--- src/rtl/bllca_pkg.sv ---
// Package for the binary lifting LCA engine: widths, sizes, datapath op codes
// and the command and status structs between controller and datapath.
// No dependencies.
package bllca_pkg;

  localparam int NODE_W    = 10;
  localparam int DEPTH_W   = 11;
  localparam int NODES     = 2 ** NODE_W;
  localparam int LEVELS    = 11;
  localparam int LEVEL_W   = (LEVELS > 1) ? $clog2(LEVELS) : 1;
  localparam int ANC_DEPTH = NODES * (2 ** LEVEL_W);

  localparam logic [DEPTH_W-1:0] DEPTH_MAX = {DEPTH_W{1'b1}};
  localparam logic [DEPTH_W-1:0] DEPTH_ONE = DEPTH_W'(1);
  localparam logic [LEVEL_W-1:0] LAST_LVL  = LEVEL_W'(LEVELS - 1);

  localparam int IN_DATA_W  = 32;
  localparam int OUT_DATA_W = 24;

  localparam int OP_W = 5;
  localparam logic [OP_W-1:0] OP_NONE    = 5'd0;
  localparam logic [OP_W-1:0] OP_ACCEPT  = 5'd1;
  localparam logic [OP_W-1:0] OP_ROOT_WR = 5'd2;
  localparam logic [OP_W-1:0] OP_PDEP_RD = 5'd3;
  localparam logic [OP_W-1:0] OP_DEP_WR  = 5'd4;
  localparam logic [OP_W-1:0] OP_LANC_RD = 5'd5;
  localparam logic [OP_W-1:0] OP_LANC_WR = 5'd6;
  localparam logic [OP_W-1:0] OP_DA_RD   = 5'd7;
  localparam logic [OP_W-1:0] OP_DB_RD   = 5'd8;
  localparam logic [OP_W-1:0] OP_SWAP    = 5'd9;
  localparam logic [OP_W-1:0] OP_Q1_ANC  = 5'd10;
  localparam logic [OP_W-1:0] OP_Q1_DEP  = 5'd11;
  localparam logic [OP_W-1:0] OP_Q1_CMP  = 5'd12;
  localparam logic [OP_W-1:0] OP_Q2_RA   = 5'd13;
  localparam logic [OP_W-1:0] OP_Q2_RB   = 5'd14;
  localparam logic [OP_W-1:0] OP_Q2_CMP  = 5'd15;
  localparam logic [OP_W-1:0] OP_PAR_RD  = 5'd16;
  localparam logic [OP_W-1:0] OP_PAR_CAP = 5'd17;
  localparam logic [OP_W-1:0] OP_RDEP    = 5'd18;
  localparam logic [OP_W-1:0] OP_OUT     = 5'd19;

  typedef struct packed {
    logic [OP_W-1:0]    op;
    logic [LEVEL_W-1:0] lvl;
  } cmd_t;

  typedef struct packed {
    logic is_root;
    logic a_eq_b;
    logic out_free;
  } status_t;

endpackage

--- src/rtl/bllca_ctrl.sv ---
// Controller of the LCA engine: sequences loads and queries, keeps the level
// counter and issues at most one datapath op per cycle, none while it waits.
// Depends on bllca_pkg.
module bllca_ctrl (
  input  logic               clk,
  input  logic               rst_n,
  input  logic               in_valid,
  input  logic               in_query,
  output logic               in_ready,
  input  bllca_pkg::status_t status,
  output bllca_pkg::cmd_t    cmd
);

  localparam int LW = bllca_pkg::LEVEL_W;
  localparam int SW = 5;

  localparam logic [SW-1:0] S_IDLE = 5'd0;
  localparam logic [SW-1:0] S_ROOT = 5'd1;
  localparam logic [SW-1:0] S_PDEP = 5'd2;
  localparam logic [SW-1:0] S_DEPW = 5'd3;
  localparam logic [SW-1:0] S_LRD  = 5'd4;
  localparam logic [SW-1:0] S_LWR  = 5'd5;
  localparam logic [SW-1:0] S_QDA  = 5'd6;
  localparam logic [SW-1:0] S_QDB  = 5'd7;
  localparam logic [SW-1:0] S_SWAP = 5'd8;
  localparam logic [SW-1:0] S_Q1A  = 5'd9;
  localparam logic [SW-1:0] S_Q1D  = 5'd10;
  localparam logic [SW-1:0] S_Q1C  = 5'd11;
  localparam logic [SW-1:0] S_EQ   = 5'd12;
  localparam logic [SW-1:0] S_Q2A  = 5'd13;
  localparam logic [SW-1:0] S_Q2B  = 5'd14;
  localparam logic [SW-1:0] S_Q2C  = 5'd15;
  localparam logic [SW-1:0] S_PAR  = 5'd16;
  localparam logic [SW-1:0] S_PARC = 5'd17;
  localparam logic [SW-1:0] S_RDEP = 5'd18;
  localparam logic [SW-1:0] S_OUT  = 5'd19;

  logic [SW-1:0] state_r, state_nxt;
  logic [LW-1:0] lvl_r, lvl_nxt;

  always_comb begin
    state_nxt = state_r;
    lvl_nxt   = lvl_r;
    in_ready  = 1'b0;
    cmd.op    = bllca_pkg::OP_NONE;
    cmd.lvl   = lvl_r;
    unique case (state_r)
      S_IDLE: begin
        in_ready = rst_n;
        if (in_valid && rst_n) begin
          cmd.op  = bllca_pkg::OP_ACCEPT;
          lvl_nxt = '0;
          if (in_query) begin
            state_nxt = S_QDA;
          end else if (status.is_root) begin
            state_nxt = S_ROOT;
          end else begin
            state_nxt = S_PDEP;
          end
        end
      end
      S_ROOT: begin
        cmd.op = bllca_pkg::OP_ROOT_WR;
        if (lvl_r == bllca_pkg::LAST_LVL) begin
          state_nxt = S_IDLE;
        end else begin
          lvl_nxt = lvl_r + LW'(1);
        end
      end
      S_PDEP: begin
        cmd.op    = bllca_pkg::OP_PDEP_RD;
        state_nxt = S_DEPW;
      end
      S_DEPW: begin
        cmd.op  = bllca_pkg::OP_DEP_WR;
        lvl_nxt = LW'(1);
        if (bllca_pkg::LEVELS == 1) begin
          state_nxt = S_IDLE;
        end else begin
          state_nxt = S_LRD;
        end
      end
      S_LRD: begin
        cmd.op    = bllca_pkg::OP_LANC_RD;
        cmd.lvl   = lvl_r - LW'(1);
        state_nxt = S_LWR;
      end
      S_LWR: begin
        cmd.op = bllca_pkg::OP_LANC_WR;
        if (lvl_r == bllca_pkg::LAST_LVL) begin
          state_nxt = S_IDLE;
        end else begin
          lvl_nxt   = lvl_r + LW'(1);
          state_nxt = S_LRD;
        end
      end
      S_QDA: begin
        cmd.op    = bllca_pkg::OP_DA_RD;
        state_nxt = S_QDB;
      end
      S_QDB: begin
        cmd.op    = bllca_pkg::OP_DB_RD;
        state_nxt = S_SWAP;
      end
      S_SWAP: begin
        cmd.op    = bllca_pkg::OP_SWAP;
        lvl_nxt   = bllca_pkg::LAST_LVL;
        state_nxt = S_Q1A;
      end
      S_Q1A: begin
        cmd.op    = bllca_pkg::OP_Q1_ANC;
        state_nxt = S_Q1D;
      end
      S_Q1D: begin
        cmd.op    = bllca_pkg::OP_Q1_DEP;
        state_nxt = S_Q1C;
      end
      S_Q1C: begin
        cmd.op = bllca_pkg::OP_Q1_CMP;
        if (lvl_r == '0) begin
          state_nxt = S_EQ;
        end else begin
          lvl_nxt   = lvl_r - LW'(1);
          state_nxt = S_Q1A;
        end
      end
      S_EQ: begin
        if (status.a_eq_b) begin
          state_nxt = S_RDEP;
        end else begin
          lvl_nxt   = bllca_pkg::LAST_LVL;
          state_nxt = S_Q2A;
        end
      end
      S_Q2A: begin
        cmd.op    = bllca_pkg::OP_Q2_RA;
        state_nxt = S_Q2B;
      end
      S_Q2B: begin
        cmd.op    = bllca_pkg::OP_Q2_RB;
        state_nxt = S_Q2C;
      end
      S_Q2C: begin
        cmd.op = bllca_pkg::OP_Q2_CMP;
        if (lvl_r == '0) begin
          state_nxt = S_PAR;
        end else begin
          lvl_nxt   = lvl_r - LW'(1);
          state_nxt = S_Q2A;
        end
      end
      S_PAR: begin
        cmd.op    = bllca_pkg::OP_PAR_RD;
        state_nxt = S_PARC;
      end
      S_PARC: begin
        cmd.op    = bllca_pkg::OP_PAR_CAP;
        state_nxt = S_RDEP;
      end
      S_RDEP: begin
        cmd.op    = bllca_pkg::OP_RDEP;
        state_nxt = S_OUT;
      end
      S_OUT: begin
        if (status.out_free) begin
          cmd.op    = bllca_pkg::OP_OUT;
          state_nxt = S_IDLE;
        end
      end
      default: begin
        state_nxt = S_IDLE;
      end
    endcase
  end

  always_ff @(posedge clk) begin
    if (!rst_n) begin
      state_r <= S_IDLE;
      lvl_r   <= '0;
    end else begin
      state_r <= state_nxt;
      lvl_r   <= lvl_nxt;
    end
  end

endmodule

--- config.mk ---
export PLATFORM = sky130hd
export DESIGN_NAME = bllca_ctrl
export DESIGN_NICKNAME = d
export VERILOG_FILES = /design/src/rtl/bllca_pkg.sv /design/src/rtl/bllca_ctrl.sv
export SDC_FILE = /design/constraint.sdc
export NUM_CORES = 1
export LEC_CHECK = 0
export ABC_AREA = 1
export BUFFER_PORTS_ARGS = -buffer_cell sky130_fd_sc_hd__buf_4
export CAP_MARGIN = 0
export CORE_UTILIZATION = 57
export DETAILED_ROUTE_END_ITERATION = 6
export GPL_TIMING_DRIVEN = 0
export PLACE_DENSITY_LB_ADDON = 0.15
export SLEW_MARGIN = 5
export SYNTH_ARGS = -nofsm -noshare
export SYNTH_HDL_FRONTEND = slang
export SYNTH_SLANG_ARGS = --single-unit
export TNS_END_PERCENT = 5
--- constraint.sdc ---
create_clock -name clk -period 2 [get_ports clk]
set_input_delay 0.1 -clock clk [delete_from_list [all_inputs] [get_ports clk]]
set_output_delay 0.1 -clock clk [all_outputs]
set_load 0.03 [all_outputs]
==> summary.txt <==
Clock tree
  • Clock latency on the worst-skew pair: 250 ps
  • CTS root buffer: clkbuf_4
  • TritonCTS clock tree: done
  • Total CTS buffers: 3
  • CTS Sinks: 9
  • H-tree depth: 1
  • Clk pin slew, worst setup/hold paths: 60 ps
  • CTS Buffer Depth: 2
  • CTS Hold Bufs: 0

Power
  • Leakage power: 0.000722 uW
  • Peak supply drop: 0.00116 V
  • P per Cell Area: roughly 1900 nW/um2

Run status
  • Status: finished clean

Logic synthesis
  • Synth Area in Compound Gates: 12.7%
  • Syn Area/Cell: 5.90 um2
  • Sequential fraction of the synthesis area: 15.7%
  • Largest family of logic cells by synthesized area: simple AND/OR/NAND/NOR gates
  • Netlist Area Pre-Place: 1150 um2
  • Synthesis Warnings: 0
  • Post-synthesis mux area share: 0%
  • Post-synthesis register bit count: 9
  • Syn Nets: 205
  • Adder-Cell Fraction of Synth Area: 3.26%
  • XOR/XNOR Fraction of Synth Area: 3.05%
  • Synth Instances: 195
  • Synth cell types: 28
  • Post-synthesis simple-gate area fraction: about 55%

Finish
  • Fillers: 177
  • Nets@finish: 226
  • Layout cells sized above 1: approximately a quarter
  • Final non-filler cell total: 240
  • Sequential standard cell area: around 180 um2
  • Final core utilization: 74.0%
  • Multi-input gate area: 855 um2
  • Area Growth Syn to Fin: 16.0%
  • Antenna cells: 0

Global routing
  • GRT Total Usage: 30.4%
  • Global-route wire length before repair: 4.74 mm
  • Largest net degree at the start of global routing: 11
  • Initial antenna violation count: 0
  • Vias in the first global route: 1082
  • GRT overflow: 0

Setup path
  • Critical Path End Type: output port
  • Worst path max stage delay: 410 ps
  • Worst Path Class, Setup: flip-flop to output port
  • Crit-path max FO: 6
  • Largest delay contributor family on the critical path: simple AND/OR/NAND/NOR gates
  • Worst setup SP type: flip-flop
  • CP dominant cell by count: nand2_1
  • CP bufs+invs: 2
  • Arr. time, crit path: 1740 ps
  • Slowest CP cell: dfxtp_1
  • Required @ worst endpoint: 1900 ps
  • Critical path, cell by cell: nor2_2 > nand2_1 > inv_1 > nand2_1 > o2111ai_1 > buf_4

Timing
  • Final setup fails: 0
  • Max Slew Vio Count: 0
  • Actual slew at the worst max-slew pin: 346 ps
  • Clock Skews: 0.946 ps
  • Max-slew headroom: between 70% and 80%
  • Final hold vios: 0
  • RSZ-0062 raised after global routing: false
  • Highest clock rate: 0.544 GHz
  • Slack of the critical path: between 150 and 200 ps
  • Final TNS setup: 0 ps
  • Min Tclk post-route: about 1800 ps
  • Period utilization: between 90% and 100%

Placed design
  • Gpl congestion: 0.985
  • Post-Place Cells: 236
  • Placed wire-length estimate: 2.42 mm
  • Setup WS pre-CTS: 239 ps
  • Port bufs: 16

Floorplanning
  • Die Y: between 40 and 50 um
  • I/O pins: 17
  • Die area: 2200 um2
  • Die Span X: 46.9 um
  • Rows: 15
  • Core area: 1800 um2
  • Initial Utilization: 63.8%

Routing
  • Total Wirelength: between 2 and 3 mm
  • Via density: 5.55
  • Routed Antenna Nets: 0
  • Drt first pass iters: 5
  • Wire length per cell: 12.4 um
  • Initial detailed-routing violation count: 75
  • Via Count: 1331
  • Drt drc: 0

Hold path
  • Hold WC Path Type: input pin to flip-flop

Flow run
  • Max Cap Viol: 0
## logic make-up after synthesis
logic type      count (synthesis)
simple gates                  123
buf+inv                        29
compound gates                 27
flops                           9
xor+xnor                        4
fa+ha+maj                       3
## worst reg2reg max path: cells and delay by family, from the launching register on
family,cells,cell delay (ps)
and+or+nand+nor,7,730
DFF,1,440
buffers and inverters,2,260
adders and majority gates,1,250
## metrics by stage
stage / total power, uW / cell area [um2] / hold slack [ps]
2_1_floorplan: 1830 / 1150 / 221
3_3_place_gp: 2270 / 1300 / 370
3_5_place_dp: 2320 / 1300 / 383
4_1_cts: 2460 / 1330 / 109
5_1_grt: 2690 / 1330 / 120
6_report: 2480 / 1330 / 114
## cells in the mapped netlist (all sizes together)
library cell,count,area share [%]
nor3,2,0.87
o211ai,1,0.65
nand4,5,2.7
a21oi,11,4.8
o2111ai,1,0.76
o21ai,11,4.8
a211oi,1,0.65
inv,27,8.8
nand3b,1,0.65
a31oi,2,1.1
buf,2,1.4
nand2,51,19
dfxtp,9,16
xnor2,1,0.76
nor2,43,20
xor2,3,2.3
nand3,21,12
ha,3,3.3
## sequential cells by signal (all words and copies together) (netlist names)
signal and count:
lvl_r 4, state_r 5
## path summary, 6_finish.rpt
| path | depth (start not counted) | slack (ps) | to | from |
|---|---|---|---|---|
| setup / recovery | 6 | 160 | cmd[4] | state_r[1] |
| hold / removal | 3 | 110 | lvl_r[0] | rst_n |
| setup reg to reg | 10 | 220 | lvl_r[3] | lvl_r[0] |
| hold reg to reg | 2 | 560 | lvl_r[1] | lvl_r[1] |
## cells in the final DEF, fill, tap and decap left out, drive strengths merged, types with 2 or more instances in the layout
| master | Yosys | final |
|---|---|---|
| nand2 | 51 | 51 |
| nor2 | 43 | 43 |
| inv | 27 | 27 |
| nand3 | 21 | 21 |
| buf | 2 | 18 |
| a21oi | 11 | 11 |
| o21ai | 11 | 11 |
| dfxtp | 9 | 9 |
| nand4 | 5 | 5 |
| clkbuf | 0 | 4 |
| xor2 | 3 | 3 |
| ha | 3 | 3 |
| nor3 | 2 | 2 |
| a31oi | 2 | 2 |
## report_power, final
group	total, uW	internal, uW	switching, uW
sequential	398	263	135
combinational	1950	668	1280
clock	136	76.6	58.9
total	2480	1010	1480
## per-layer routing
| metal | GRT usage [%] | routed length [um] | vias to the layer above |
|---|---|---|---|
| met2 | 45.8 | 1340 | 68 |
| met4 | 8.00 | 10 | 0 |
| met1 | 45.4 | 1330 | 589 |
| met3 | 3.85 | 298 | 3 |
| met5 | 0 | 0 | - |
| li1 | - | - | 671 |
## timing repair
action                     in CTS  in global routing
setup buffers                   0                  0
hold endpoints to repair        0                  0
setup endpoints to repair       0                  8
gates resized for setup         0                  4
## area by class of cell
cell class | count | share of cell area, %
repair buffers | 16 | 9.01
inverters | 27 | 7.60
well taps | 25 | 2.35
plain buffers | 2 | 1.22
flip-flops and latches | 9 | 13.8
clock buffers | 4 | 1.97
multi-input cells | 157 | 64.1
Note: power is estimated with default switching activity, not from simulation.
